**config.mk**
```make
export PLATFORM = sky130hd
export DESIGN_NAME = ultrasonic_echo_ranger
export DESIGN_NICKNAME = d
export VERILOG_FILES = /design/src/hdl/uer_pkg.sv /design/src/hdl/uer_cfg_regs.sv /design/src/hdl/uer_div58.sv /design/src/hdl/uer_core.sv /design/src/hdl/ultrasonic_echo_ranger.sv
export SDC_FILE = /design/constraint.sdc
export NUM_CORES = 1
export LEC_CHECK = 0
export BUFFER_PORTS_ARGS = -buffer_cell sky130_fd_sc_hd__buf_2
export CAP_MARGIN = 20
export CORE_ASPECT_RATIO = 1.2
export CORE_MARGIN = 10
export CORE_UTILIZATION = 45
export DETAILED_ROUTE_END_ITERATION = 6
export SYNTH_ARGS = -nofsm -noshare
export SYNTH_HDL_FRONTEND = slang
export SYNTH_HIERARCHICAL = 1
export SYNTH_SLANG_ARGS = --single-unit
```
**constraint.sdc**
```tcl
create_clock -name clk -period 7.7 [get_ports clk]
set_input_delay 0.77 -clock clk [delete_from_list [all_inputs] [get_ports clk]]
set_output_delay 0.77 -clock clk [all_outputs]
set_load 0.01 [all_outputs]
```
**src/hdl/uer_pkg.sv**
```systemverilog
package uer_pkg;

	localparam int CNT_W = 16;
	localparam int DIST_W = 11;
	localparam int SENSOR_COUNT_DEF = 3;

	localparam int CFG_IDX_W = 2;
	localparam logic [CFG_IDX_W-1:0] REG_SETTLE = 2'd0;
	localparam logic [CFG_IDX_W-1:0] REG_PULSE = 2'd1;
	localparam logic [CFG_IDX_W-1:0] REG_TIMEOUT = 2'd2;

	localparam logic [CNT_W-1:0] SETTLE_RST = 16'd10;
	localparam logic [CNT_W-1:0] PULSE_RST = 16'd10;
	localparam logic [CNT_W-1:0] TIMEOUT_RST = 16'd5000;

	localparam logic [CNT_W-1:0] CNT_MAX = 16'hFFFF;

	// Division by 58 as a multiply by a rounded-up reciprocal and a shift.
	localparam logic [31:0] DIV58_MULT = 32'd36158;
	localparam int DIV58_SHIFT = 21;

	typedef struct packed {
		logic [CNT_W-1:0] settle_ticks;
		logic [CNT_W-1:0] pulse_ticks;
		logic [CNT_W-1:0] timeout_ticks;
	} cfg_t;

	typedef struct packed {
		logic [DIST_W-1:0] distance_cm;
		logic [CNT_W-1:0] pulse_ticks_out;
		logic timed_out;
		logic done_res;
		logic busy_res;
	} res_t;

	function automatic logic [CNT_W-1:0] sat_inc(input logic [CNT_W-1:0] v);
		sat_inc = (v == CNT_MAX) ? v : v + 16'd1;
	endfunction

endpackage

```
**src/hdl/uer_cfg_regs.sv**
```systemverilog
module uer_cfg_regs (
	input  logic clk,
	input  logic arst_n,
	input  logic cfg_wr_en,
	input  logic [uer_pkg::CFG_IDX_W-1:0] cfg_index,
	input  logic [uer_pkg::CNT_W-1:0] cfg_data,
	output uer_pkg::cfg_t cfg
);

	always_ff @(posedge clk or negedge arst_n) begin
		if (!arst_n) begin
			cfg.settle_ticks <= uer_pkg::SETTLE_RST;
			cfg.pulse_ticks <= uer_pkg::PULSE_RST;
			cfg.timeout_ticks <= uer_pkg::TIMEOUT_RST;
		end else if (cfg_wr_en) begin
			case (cfg_index)
				uer_pkg::REG_SETTLE: cfg.settle_ticks <= cfg_data;
				uer_pkg::REG_PULSE: cfg.pulse_ticks <= cfg_data;
				uer_pkg::REG_TIMEOUT: cfg.timeout_ticks <= cfg_data;
				default: ;
			endcase
		end
	end

endmodule

```
**src/hdl/uer_div58.sv**
```systemverilog
module uer_div58 (
	input  logic [uer_pkg::CNT_W-1:0] dividend,
	output logic [uer_pkg::DIST_W-1:0] quotient
);

	logic [31:0] prod;

	assign prod = 32'(dividend) * uer_pkg::DIV58_MULT;
	assign quotient = prod[uer_pkg::DIV58_SHIFT+uer_pkg::DIST_W-1:uer_pkg::DIV58_SHIFT];

endmodule

```
**src/hdl/uer_core.sv**
```systemverilog
module uer_core #(
	parameter int SENSOR_COUNT = uer_pkg::SENSOR_COUNT_DEF,
	parameter int SEL_W = (SENSOR_COUNT > 1) ? $clog2(SENSOR_COUNT) : 1
) (
	input  logic clk,
	input  logic arst_n,
	input  logic step,
	input  logic start_req,
	input  logic [SEL_W-1:0] sensor,
	input  logic [SENSOR_COUNT-1:0] echo_lines,
	input  uer_pkg::cfg_t cfg,
	output logic [SENSOR_COUNT-1:0] trigger_lines,
	output uer_pkg::res_t res
);

	localparam logic [1:0] PH_IDLE = 2'd0;
	localparam logic [1:0] PH_SETTLE = 2'd1;
	localparam logic [1:0] PH_PULSE = 2'd2;
	localparam logic [1:0] PH_LISTEN = 2'd3;

	logic [1:0] phase_q, phase_d;
	logic [SEL_W-1:0] active_q, active_d;
	logic [uer_pkg::CNT_W-1:0] phase_cnt_q, phase_cnt_d;
	logic [uer_pkg::CNT_W-1:0] elapsed_q, elapsed_d;
	logic [uer_pkg::CNT_W-1:0] width_q, width_d;
	logic seen_rise_q, seen_rise_d;
	logic prev_echo_q, prev_echo_d;
	logic done, tmo, echo_act, echo_sel, sel_ok, arm;
	logic [uer_pkg::CNT_W-1:0] width_out;

	assign sel_ok = ({1'b0, sensor} < (SEL_W+1)'(SENSOR_COUNT));
	assign echo_sel = echo_lines[sensor];
	assign echo_act = echo_lines[active_q];

	always_comb begin
		phase_d = phase_q;
		active_d = active_q;
		phase_cnt_d = phase_cnt_q;
		elapsed_d = elapsed_q;
		width_d = width_q;
		seen_rise_d = seen_rise_q;
		prev_echo_d = prev_echo_q;
		done = 1'b0;
		tmo = 1'b0;
		width_out = '0;
		arm = 1'b0;
		case (phase_q)
			PH_IDLE: begin
				if (start_req && sel_ok) begin
					active_d = sensor;
					phase_d = PH_SETTLE;
					phase_cnt_d = '0;
					arm = (cfg.settle_ticks == '0);
				end
			end
			PH_SETTLE: begin
				phase_cnt_d = uer_pkg::sat_inc(phase_cnt_q);
				arm = (phase_cnt_d >= cfg.settle_ticks);
			end
			default: begin
				if (echo_act && !prev_echo_q) begin
					seen_rise_d = 1'b1;
					width_d = '0;
				end else if (seen_rise_q) begin
					width_d = uer_pkg::sat_inc(width_q);
					if (!echo_act && prev_echo_q) begin
						done = 1'b1;
						width_out = width_d;
					end
				end
				prev_echo_d = echo_act;
				elapsed_d = uer_pkg::sat_inc(elapsed_q);
				if (!done && (elapsed_d > cfg.timeout_ticks)) begin
					done = 1'b1;
					tmo = 1'b1;
					width_out = '0;
				end
				if (done) begin
					phase_d = PH_IDLE;
					phase_cnt_d = '0;
				end else if (phase_q == PH_PULSE) begin
					phase_cnt_d = uer_pkg::sat_inc(phase_cnt_q);
					if (phase_cnt_d >= cfg.pulse_ticks) begin
						phase_d = PH_LISTEN;
						phase_cnt_d = '0;
					end
				end
			end
		endcase
		if (arm) begin
			elapsed_d = '0;
			width_d = '0;
			seen_rise_d = 1'b0;
			prev_echo_d = (phase_q == PH_IDLE) ? echo_sel : echo_act;
			phase_d = PH_PULSE;
			phase_cnt_d = '0;
		end
	end

	always_ff @(posedge clk or negedge arst_n) begin
		if (!arst_n) begin
			phase_q <= PH_IDLE;
			active_q <= '0;
			phase_cnt_q <= '0;
			elapsed_q <= '0;
			width_q <= '0;
			seen_rise_q <= 1'b0;
			prev_echo_q <= 1'b0;
		end else if (step) begin
			phase_q <= phase_d;
			active_q <= active_d;
			phase_cnt_q <= phase_cnt_d;
			elapsed_q <= elapsed_d;
			width_q <= width_d;
			seen_rise_q <= seen_rise_d;
			prev_echo_q <= prev_echo_d;
		end
	end

	assign trigger_lines = (phase_d == PH_PULSE) ? (SENSOR_COUNT'(1) << active_d) : '0;
	assign res.busy_res = (phase_d != PH_IDLE);
	assign res.done_res = done;
	assign res.timed_out = tmo;
	assign res.pulse_ticks_out = width_out;

	uer_div58 u_div (
		.dividend(width_out),
		.quotient(res.distance_cm)
	);

endmodule

```
**src/hdl/ultrasonic_echo_ranger.sv**
```systemverilog
// Ranging controller for up to SENSOR_COUNT trigger/echo ultrasonic sensors.
// Each input word on the s_ side is one microsecond tick: a start request, a
// sensor number and the sampled echo lines. Each tick yields exactly one
// output word on the m_ side with the trigger drive levels, busy, done,
// timeout, the echo width in ticks and the distance in centimeters.
// Settle, pulse and timeout lengths are set through the write port
// (index 0 settle, 1 pulse, 2 timeout); the user is to write them only while
// no tick is in flight, as the block does not enforce it. A tick is captured
// in the input register at the input handshake and passes through the
// measurement logic into the output register once the output is free. One
// word is accepted every cycle while the output is taken.
// When the receiver holds m_tready low, the output word holds, the next tick
// waits in the input register, and s_tready drops once both are full.
// Reset clears both registers and the measurement state to idle and loads
// the register defaults of 10, 10 and 5000 ticks.
module ultrasonic_echo_ranger #(
	parameter int SENSOR_COUNT = uer_pkg::SENSOR_COUNT_DEF,
	parameter int SEL_W = (SENSOR_COUNT > 1) ? $clog2(SENSOR_COUNT) : 1,
	parameter int IN_W = ((SEL_W + SENSOR_COUNT + 1 + 7) / 8) * 8,
	parameter int OUT_W = ((SENSOR_COUNT + 30 + 7) / 8) * 8
) (
	input  logic clk,
	input  logic arst_n,
	input  logic s_tvalid,
	output logic s_tready,
	// start_req, sensor, echo_lines
	input  logic [IN_W-1:0] s_tdata,
	output logic m_tvalid,
	input  logic m_tready,
	// trigger_lines, busy_res, done_res, timed_out, pulse_ticks_out, distance_cm
	output logic [OUT_W-1:0] m_tdata,
	input  logic cfg_wr_en,
	input  logic [uer_pkg::CFG_IDX_W-1:0] cfg_index,
	input  logic [uer_pkg::CNT_W-1:0] cfg_data
);

	localparam int RES_W = SENSOR_COUNT + 30;

	uer_pkg::cfg_t cfg;
	uer_pkg::res_t res;
	logic [SENSOR_COUNT-1:0] trigger_lines;
	logic valid_s1, adv;
	logic start_s1;
	logic [SEL_W-1:0] sensor_s1;
	logic [SENSOR_COUNT-1:0] echo_s1;
	logic [OUT_W-1:0] tdata_q;

	assign adv = valid_s1 && (!m_tvalid || m_tready);
	assign s_tready = !valid_s1 || adv;

	always_ff @(posedge clk or negedge arst_n) begin
		if (!arst_n) begin
			valid_s1 <= 1'b0;
			m_tvalid <= 1'b0;
		end else begin
			if (s_tready) begin
				valid_s1 <= s_tvalid;
			end
			if (adv) begin
				m_tvalid <= 1'b1;
			end else if (m_tready) begin
				m_tvalid <= 1'b0;
			end
		end
	end

	always_ff @(posedge clk) begin
		if (s_tvalid && s_tready) begin
			start_s1 <= s_tdata[0];
			sensor_s1 <= s_tdata[SEL_W:1];
			echo_s1 <= s_tdata[SEL_W+SENSOR_COUNT:SEL_W+1];
		end
		if (adv) begin
			tdata_q <= OUT_W'({res, trigger_lines});
		end
	end

	assign m_tdata = tdata_q;

	uer_cfg_regs u_cfg (
		.clk(clk),
		.arst_n(arst_n),
		.cfg_wr_en(cfg_wr_en),
		.cfg_index(cfg_index),
		.cfg_data(cfg_data),
		.cfg(cfg)
	);

	uer_core #(
		.SENSOR_COUNT(SENSOR_COUNT),
		.SEL_W(SEL_W)
	) u_core (
		.clk(clk),
		.arst_n(arst_n),
		.step(adv),
		.start_req(start_s1),
		.sensor(sensor_s1),
		.echo_lines(echo_s1),
		.cfg(cfg),
		.trigger_lines(trigger_lines),
		.res(res)
	);

	if (RES_W > OUT_W) begin : g_bad_width
		$error("output word too narrow");
	end

endmodule

```
# Word level (Yosys, flattened, before mapping)
# Index checks and enable logic that the tools add are counted.
[totals] word_cells=117 inputBits=31 romBits=0 register_bits=143 output_inout_bits=42 memories=0 latch_bits=0 ram_bits=0
[classes] eq_ne=10 bitwise_logic=0 shifts=1 n_div=0 n_reduce_logical=29 n_mux=49 n_mul=1 n_addsub=3 order_cmp=6
[op_table] op="16-bit two-way mux" count=19
[op_table] op="16-bit by 1-bit adder with 16-bit output (second input constant)" count=3
[op_table] op="16-bit equality test (second input constant)" count=3
[op_table] op="16-bit >= comparator" count=2
[op_table] op="16-bit case mux with 2 select lines" count=1
[op_table] op="16-bit by 15-bit multiplier with 31-bit output (second input constant)" count=1
[op_table] op="1-bit two-way mux" count=18
[op_table] op="16-bit > comparator" count=1
[op_table] op="16-bit logical NOT" count=1
[op_table] op="2-bit two-way mux" count=7
[op_table] op="3-bit AND reduction" count=3
[op_table] op="2-bit AND reduction" count=4
[op_table] op="2-bit equality test (second input constant)" count=3
[op_table] op="1-bit logical AND" count=6
[op_table] op="2-bit by 3-bit less-than comparator with 1-bit output (second input constant)" count=2
[op_table] op="2-bit nonzero test" count=3
[op_table] op="1-bit logical NOT" count=5
[op_table] op="5-bit nonzero test" count=1
[op_table] op="1-bit binary-select mux with 2-bit select" count=2
[op_table] op="2-bit by 1-bit equality test with 1-bit output (second input constant)" count=2
[op_table] op="2-bit logical NOT" count=2
[op_table] op="2-bit case mux with 2 select lines" count=1
[op_table] op="3-bit by 1-bit != test with 1-bit output (second input constant)" count=1
[op_table] op="3-bit nonzero test" count=1
[op_table] op="other kinds (6)" count=7

# Depth between registers and ports, before layout
# Gate-level depths: netlist (run 1).
[depth] ltp_word=16 depth_mapped=27 mapped_depth_nobuf=27

# Hierarchy
# Netlist (run 1), hierarchy kept.
[by_module_without_submodules] module="uer_core" cells_per_inst=661 area_each_um2=5208.7 seq_area_each_um2=1351.3 instances=1
[by_module_without_submodules] module="uer_div58" cells_per_inst=473 area_each_um2=4545.6 seq_area_each_um2=0.0 instances=1
[by_module_without_submodules] module="uer_cfg_regs" cells_per_inst=102 area_each_um2=1826.8 seq_area_each_um2=1212.4 instances=1
[by_module_without_submodules] module="ultrasonic_echo_ranger" cells_per_inst=55 area_each_um2=1331.3 seq_area_each_um2=1221.2 instances=1

# Least setup slack after synthesis (run 1)
# Ideal clock, no wire load.
[synth_path] kind="register to register" start="register u_core.active_q[1]" end="register tdata_q[26], in the netlist m_tdata[26] (data pin)" stages_incl_launch_ff=24 arrival_ns=6.706 required_ns=7.440 setup_slack_ns=0.734 n_path_buf=1 period_less_slack_ns=6.966 setup_ns=0.260 cell_sequence="dfrtp_1 mux2i_1 o22ai_1 or3b_2 buf_2 nor3b_1 fa_1 inv_1 fa_1 inv_1 fa_1 fa_1 fa_1 inv_1 fa_1 inv_1 ha_1 a21oi_2 and3b_1 o21ai_1 o21ai_2 a221oi_4 o21ba_1 xnor2_1"
[synth_rtl] element="from (decl)" line_no="uer_core.sv:22" source="logic [SEL_W-1:0] active_q, active_d;"
[synth_rtl] element="from (signal assigned)" line_no="uer_core.sv:111" source="active_q <= active_d;"
[synth_rtl] element="to (signal assigned)" line_no="ultrasonic_echo_ranger.sv:74" source="tdata_q <= OUT_W'({res, trigger_lines});"
[synth_rtl] element="to (decl)" line_no="ultrasonic_echo_ranger.sv:46" source="logic [OUT_W-1:0] tdata_q;"

==> run summary, run 1 <==
First-pass GRT wire length: 48100 um
Worst Path Max Fanout: 9
Drt wl/cell: 16.4 um
Max IR drop VDD: 0.131 mV
Unrepaired setup endpoints after global routing: no
Root Buffer: clkbuf_16
Num CTS Buffers: 17
FFs w/ async S/R, synth: 72.7%
IO Pins: 73
Synth area leaders: dfrtp_1 18%, ha_1 17%, fa_1 13%
Largest area contributor in the netlist: dfrtp_1
Total Wirelength: 28700 um
WP data required: 7.88 ns
Count of cell types in the netlist: 90
Yosys reg bits: 143
Post-synth top flop: dfrtp_1
Postcts setup bufs: 0
H-tree Lvls: 4
Fin. Hold Viols: 0
Number of cells on the worst reg-to-reg path: 26
Final GP Congestion: 0.858
Worst clock skew: 0.00994 ns
Core area: 28100 um2
Deepest clock path buffer count: 2
Hold-fix buffers, CTS: 0
Layout cells sized above 1: 15.5%
Setup slack, reg-to-reg: 0.47 ns
Synth top area share: 18.4%
Gr usage total: 16.4%
Routed Antenna Nets: 0
# DRC: 0
Final setup vio count: 0
Layout Utilization: 50.6%
Worst setup SP type: flop
Initial antenna violation count: 0
Slew Viols, Final: 0
# diodes: 0
Slew Limit Headroom: 40.3%
Sum Neg Setup Slack: 0 ns
CP Capture Type: flop
Fillers: 2589
Synth-to-layout area growth: 10.1%
Vias in the first global route: 9588
Number of synthesized flops with an enable pin: 39
CP most frequent cell: fa_1
Syn Area/Cell: 10.0 um2
Worst-Skew Late Latency: 0.43 ns
GRT overflow: 0
Leak pwr: 7.30 nW
Pwr/cell area: 208 nW/um2
Rows: 67
DR pass1 iterations: 5
Clock transition at path regs: 0.06 ns
Clock sink count: 143
PostCTS Resize Cnt: 0
Cell Area, Synth: 12900 um2
Die area: 35900 um2
CP max stage delay: 0.54 ns
RR Startpoint: u_core/width_q[9]
Slowest cell on crit path: fa_1
Die X: 175 um
Min Hold Slack: 0.339 ns
Worst setup path class: reg -> reg
Port Buffers: 63
CTS tree: done
Post-Synthesis Cells: 1291
Initial drt markers: 423
Die Y: 206 um
Final period util: 93.9%
Hold Path Class: in -> async
Slew @ Worst Pin: 0.891 ns
Initial Util: 46.0%
Critical R2R Capture: m_tdata[28]
Register area share after synthesis: 29.3%
Via/cell ratio: 5.32
Fmax: 138 MHz
Max-cap violations: 0
Yosys warning count: 6
Tmin final: 7.23 ns
Hpwl dp: 23000 um
Via count: 9306
CP arrival: 7.41 ns
Largest net degree at the start of global routing: 65
Final nets: 1642
Status: finished, final reports clean
==> report_power, final <==
group          switching, mW  internal, mW  leakage, nW
Clock                  0.335         0.508        0.294
Combinational          0.664         0.420         5.37
Sequential             0.118         0.912         1.64
==> worst max-delay path by stage <==
| stage | startpoint | end | slack (ns) | depth (start not counted) |
|---|---|---|---|---|
| finish | u_core/width_q[9] | m_tdata[28] | 0.47 | 26 |
| detailed placement | u_core/width_q[8] | m_tdata[28] | 0.31 | 26 |
| floorplan | u_core/active_q[1] | m_tdata[26] | 0.73 | 23 |
| global route | u_core/width_q[8] | m_tdata[28] | 0.07 | 26 |
| global placement | u_core/width_q[8] | m_tdata[28] | 0.40 | 26 |
| CTS | u_core/width_q[9] | m_tdata[28] | 0.31 | 26 |
==> cells by family (layout without fill, tap and decap cells) <==
group                    after synthesis  in the layout  share of synthesized area, %
XOR/XNOR                              43             43                          2.92
multiplexers                          57             57                          4.95
adder cells (fa/ha/maj)              254            254                          29.4
AO/OA/AOI/OAI                        235            235                          12.7
flip-flops                           143            143                          29.3
buffers and inverters                249            322                          8.07
other                                  1              7                        0.0290
AND/OR/NAND/NOR                      309            309                          12.6
==> final cells by class <==
class	instances	area, um2	area share, %
Multi-Input combinational cell	905	8120	57.1
Sequential cell	143	3780	26.6
Inverter	206	773	5.44
Timing Repair Buffer	84	475	3.34
Tap cell	379	474	3.33
Clock buffer	21	472	3.32
Clock inverter	11	125	0.880
==> cells in the final DEF (no fill, tap or decap), types with 19 or more instances in the layout <==
master,instances
a21oi_1,67
a31oi_1,25
buf_2,62
buf_4,22
dfrtp_1,95
edfxtp_1,39
fa_1,83
ha_1,171
inv_1,206
mux2_2,51
nand2_1,90
nand2b_1,19
nand3_1,28
nor2_1,57
o21ai_0,24
xnor2_1,28
==> per-layer routing <==
layer	GRT usage [%]	wire [um]	vias to the layer above
met1	18.7	12100	4562
met4	4.88	547	0
met3	2.48	773	29
met5	0	0	-
met2	31.1	15300	120
li1	-	-	4595
==> stage by stage <==
step                      power [mW]  worst slack, ns  std cells  instance area [um2]
after floorplan                 1.85            0.734       1297                12900
final                           2.96            0.468       1749                14200
after detailed placement        2.13            0.312       1717                13600
after global routing            3.20           0.0747       1749                14200
after CTS                       3.00            0.314       1749                14200
after global placement          2.10            0.397       1717                13600
==> Yosys cell counts, drive strengths merged (15+ instances only) <==
library cell / count
xor2: 15
dfrtp: 95
mux2: 52
xnor2: 28
a21o: 15
nand2: 91
fa: 83
edfxtp: 39
ha: 171
a21oi: 71
nor2: 58
nand3: 28
o21ai: 37
inv: 206
nand2b: 19
a31oi: 27
clkbuf: 16
buf: 27
nand4: 19
and3: 15
==> state kept, by name, indices dropped and copies added (netlist names) <==
register / count
u_cfg/cfg: 48
m_tdata: 33
u_core/elapsed_q: 16
u_core/phase_cnt_q: 16
u_core/width_q: 16
echo_s1: 3
sensor_s1: 2
u_core/active_q: 2
u_core/phase_q: 2
m_tvalid: 1
start_s1: 1
u_core/prev_echo_q: 1
u_core/seen_rise_q: 1
valid_s1: 1
==> worst max-delay path, delay by kind of cell (launching register included) <==
| kind | cells | cell delay [ns] |
|---|---|---|
| compound gates | 6 | 1.30 |
| xor+xnor | 2 | 0.29 |
| fa+ha+maj | 7 | 3.37 |
| buf+inv | 5 | 0.39 |
| flops | 1 | 0.43 |
| simple gates | 6 | 1.18 |
Power figures use the tool's default switching activity.
==> run 2, diff against run 1 <==
--- a/config.mk
+++ b/config.mk
@@ -5,11 +5,13 @@
 export SDC_FILE = /design/constraint.sdc
 export NUM_CORES = 1
 export LEC_CHECK = 0
+export ABC_AREA = 1
 export BUFFER_PORTS_ARGS = -buffer_cell sky130_fd_sc_hd__buf_2
 export CAP_MARGIN = 20
 export CORE_ASPECT_RATIO = 1.2
 export CORE_MARGIN = 10
 export CORE_UTILIZATION = 45
+export CTS_BUF_LIST = sky130_fd_sc_hd__clkbuf_8
 export DETAILED_ROUTE_END_ITERATION = 6
 export SYNTH_ARGS = -nofsm -noshare
 export SYNTH_HDL_FRONTEND = slang
==> run 2 against run 1 <==
Net effect:
- register-to-register slack better by 0.58 ns
- die area is 7.8% higher
- largest power group is now sequential cells
- cell count grew 30%
- clock skew up 0.010 ns
- maximum frequency increased by 8.7%
- critical path type unchanged
- sequential cell count did not move
==> run summary, run 2 <==
Max-cap violations: 0 (unchanged)
# DRC: 0 (unchanged)
Worst Path Max Fanout: 21 (was 9)
Routed Antenna Nets: 0 (unchanged)
Number of synthesized flops with an enable pin: 39 (unchanged)
GRT overflow: 0 (unchanged)
CTS tree: done (unchanged)
Post-Synthesis Cells: 1815 (was 1291)
Die X: 181 um (was 175 um)
Num CTS Buffers: 17 (unchanged)
IO Pins: 73 (unchanged)
Hold-fix buffers, CTS: 0 (unchanged)
Synth top area share: 16.9% (was 18.4%)
Port Buffers: 63 (unchanged)
Final period util: 86.4% (was 93.9%)
CP max stage delay: 0.58 ns (was 0.54 ns)
Die Y: 214 um (was 206 um)
Yosys reg bits: 143 (unchanged)
Unrepaired setup endpoints after global routing: no (unchanged)
Critical R2R Capture: m_tdata[31] (was m_tdata[28])
FFs w/ async S/R, synth: 72.7% (unchanged)
Fillers: 3087 (was 2589)
Yosys warning count: 6 (unchanged)
Post-synth top flop: dfrtp_1 (unchanged)
Cell Area, Synth: 14000 um2 (was 12900 um2)
# diodes: 0 (unchanged)
Commonest non-fill, non-tap cell in the layout: nand2_1 (was inv_1)
Most frequent cells in the layout: 532 x nand2_1, 330 x inv_1, 171 x ha_1, 115 x nor2_1, 98 x nand3_1 (was 206 x inv_1, 171 x ha_1, 95 x dfrtp_1, 90 x nand2_1, 83 x fa_1)
Final setup vio count: 0 (unchanged)
Comb pwr share: 29.2% (was 36.7%)
Hold Path Class: in -> async (unchanged)
Rows: 70 (was 67)
Clock sink count: 143 (unchanged)
Fin. Hold Viols: 0 (unchanged)
Synth area leaders: dfrtp_1 17%, ha_1 15%, nand2_1 14% (was dfrtp_1 18%, ha_1 17%, fa_1 13%)
Slew @ Worst Pin: 0.946 ns (was 0.891 ns)
Via count: 11300 (was 9306)
Largest area contributor in the netlist: dfrtp_1 (unchanged)
H-tree Lvls: 4 (unchanged)
Vias in the first global route: 11500 (was 9588)
Synth-to-layout area growth: 7.45% (was 10.1%)
Setup slack, reg-to-reg: 1.05 ns (was 0.47 ns)
Worst clock skew: 0.0200 ns (was 0.00994 ns)
Layout Utilization: 49.2% (was 50.6%)
CP most frequent cell: nand2_1 (was fa_1)
Internal: 1.46 mW (was 1.84 mW)
CP arrival: 6.88 ns (was 7.41 ns)
Max IR drop VDD: 0.114 mV (was 0.131 mV)
Layout cells sized above 1: 9.12% (was 15.5%)
Die area: 38700 um2 (was 35900 um2)
Count of cell types in the netlist: 48 (was 90)
Slew Viols, Final: 0 (unchanged)
Max FFs per register: 48 (unchanged)
Via/cell ratio: 4.96 (was 5.32)
Synth top cells by count: 532 x nand2_1, 325 x inv_1, 171 x ha_1 (was 206 x inv_1, 171 x ha_1, 95 x dfrtp_1)
Register area share after synthesis: 26.9% (was 29.3%)
Number of cells on the worst reg-to-reg path: 29 (was 26)
Biggest register: u_cfg/cfg (unchanged)
Postcts setup bufs: 0 (unchanged)
CP Capture Type: flop (unchanged)
Slew Limit Headroom: 36.9% (was 40.3%)
Clock transition at path regs: 0.09 ns (was 0.06 ns)
Core area: 30700 um2 (was 28100 um2)
Clock power frac: 29.1% (was 28.5%)
Final GP Congestion: 0.905 (was 0.858)
Tot Pwr: 2.32 mW (was 2.96 mW)
Total Wirelength: 34100 um (was 28700 um)
Slowest cell on crit path: fa_1 (unchanged)
Largest net degree at the start of global routing: 71 (was 65)
Deepest clock path buffer count: 2 (unchanged)
Worst setup path class: reg -> reg (unchanged)
Pwr/cell area: 154 nW/um2 (was 208 nW/um2)
Syn Area/Cell: 7.74 um2 (was 10.0 um2)
Psw: 0.857 mW (was 1.12 mW)
Final nets: 2158 (was 1642)
Initial antenna violation count: 0 (unchanged)
DR pass1 iterations: 5 (unchanged)
Initial Util: 45.8% (was 46.0%)
Sum Neg Setup Slack: 0 ns (unchanged)
Drt wl/cell: 15.0 um (was 16.4 um)
Fmax: 150 MHz (was 138 MHz)
Sequential Power Share: 41.7% (was 34.8%)
WP data required: 7.93 ns (was 7.88 ns)
Status: finished, final reports clean (unchanged)
Setup crit start: u_core/width_q[0] (was u_core/width_q[9])
Sw Ratio: 36.9% (was 37.8%)
PostCTS Resize Cnt: 0 (unchanged)
Gr usage total: 17.8% (was 16.4%)
Leak pwr: 8.65 nW (was 7.30 nW)
First-pass GRT wire length: 56800 um (was 48100 um)
Initial drt markers: 623 (was 423)
Worst-Skew Late Latency: 0.47 ns (was 0.43 ns)
Worst setup SP type: flop (unchanged)
Most common cell in the netlist: nand2_1 (was inv_1)
Hpwl dp: 27100 um (was 23000 um)
Tmin final: 6.65 ns (was 7.23 ns)
Root Buffer: clkbuf_8 (was clkbuf_16)
RR Startpoint: u_core/width_q[0] (was u_core/width_q[9])
[run 2: cell count changes in the layout (fill, tap and decap cells not counted), sizes merged, moves of 14 or more]
cell    delta
nand2    +448
inv      +133
nand3     +79
nor2      +70
mux2      -52
nand4     +39
a31oi     -27
xnor2     -20
nand2b    -19
xor2      +17
and3      -15
and2      -14
[run 2: routing by layer]
metal	vias up	share of wire [%]	track usage, %
li1	5809	-	-
met1	5305	42	20.7
met2	173	53	33.3
met3	30	2.8	2.45
met4	0	1.6	5.31
met5	-	0	0
[run 2: cell type report]
class	instances	area [um2]	area share (%)
Clock inverter	14	176	1.17
Timing Repair Buffer	82	460	3.05
Multi-Input combinational cell	1292	8660	57.4
Sequential cell	143	3780	25.1
Clock buffer	18	248	1.64
Tap cell	396	495	3.28
Inverter	337	1270	8.42
[run 2: power groups by stage]
stage / clock [mW] / combinational, mW / sequential (mW)
3_3_place_gp: 0 / 0.665 / 0.980
5_1_grt: 0.725 / 0.782 / 0.982
2_1_floorplan: 0 / 0.526 / 0.962
4_1_cts: 0.698 / 0.681 / 0.968
3_5_place_dp: 0 / 0.677 / 0.982
6_report: 0.676 / 0.677 / 0.968
[run 2: worst max-delay path: cells and delay by family, from the launching register on]
| family | cells | cell delay (ns) |
|---|---|---|
| buffers and inverters | 8 | 0.87 |
| DFF | 1 | 0.43 |
| AOI/OAI and AO/OA | 2 | 0.66 |
| adders and majority gates | 8 | 3.37 |
| and+or+nand+nor | 11 | 1.09 |
[run 2: how the worst max path moves through the flow]
| stage | cells after the start | end | slack, ns |
|---|---|---|---|
| after floorplan | 30 | m_tdata[32] | 1.44 |
| after global placement | 29 | m_tdata[31] | 1.09 |
| after detailed placement | 29 | m_tdata[31] | 1.12 |
| after CTS | 29 | m_tdata[31] | 1.07 |
| after global routing | 29 | m_tdata[31] | 0.56 |
| final | 29 | m_tdata[31] | 1.05 |
[run 2: logic make-up after synthesis]
logic type	Yosys count	synth area share [%]
and+or+nand+nor	861	26.8
buffers and inverters	386	11.7
adders and majority gates	254	27.1
DFF	143	26.9
AOI/OAI and AO/OA	129	4.93
xor gates and xnor gates	40	2.49
other	1	0.0267
muxes	1	0.0713
[run 2: per-stage QoR]
step                setup WS (ns)  cell area [um2]  std cells  hold WS (ns)
global route                0.558            15100       2282         0.256
detailed placement           1.12            14700       2250         0.457
global placement             1.09            14700       2250         0.456
floorplan                    1.44            14100       1821         0.442
CTS                          1.07            15100       2282         0.238
finish                       1.05            15100       2282         0.249
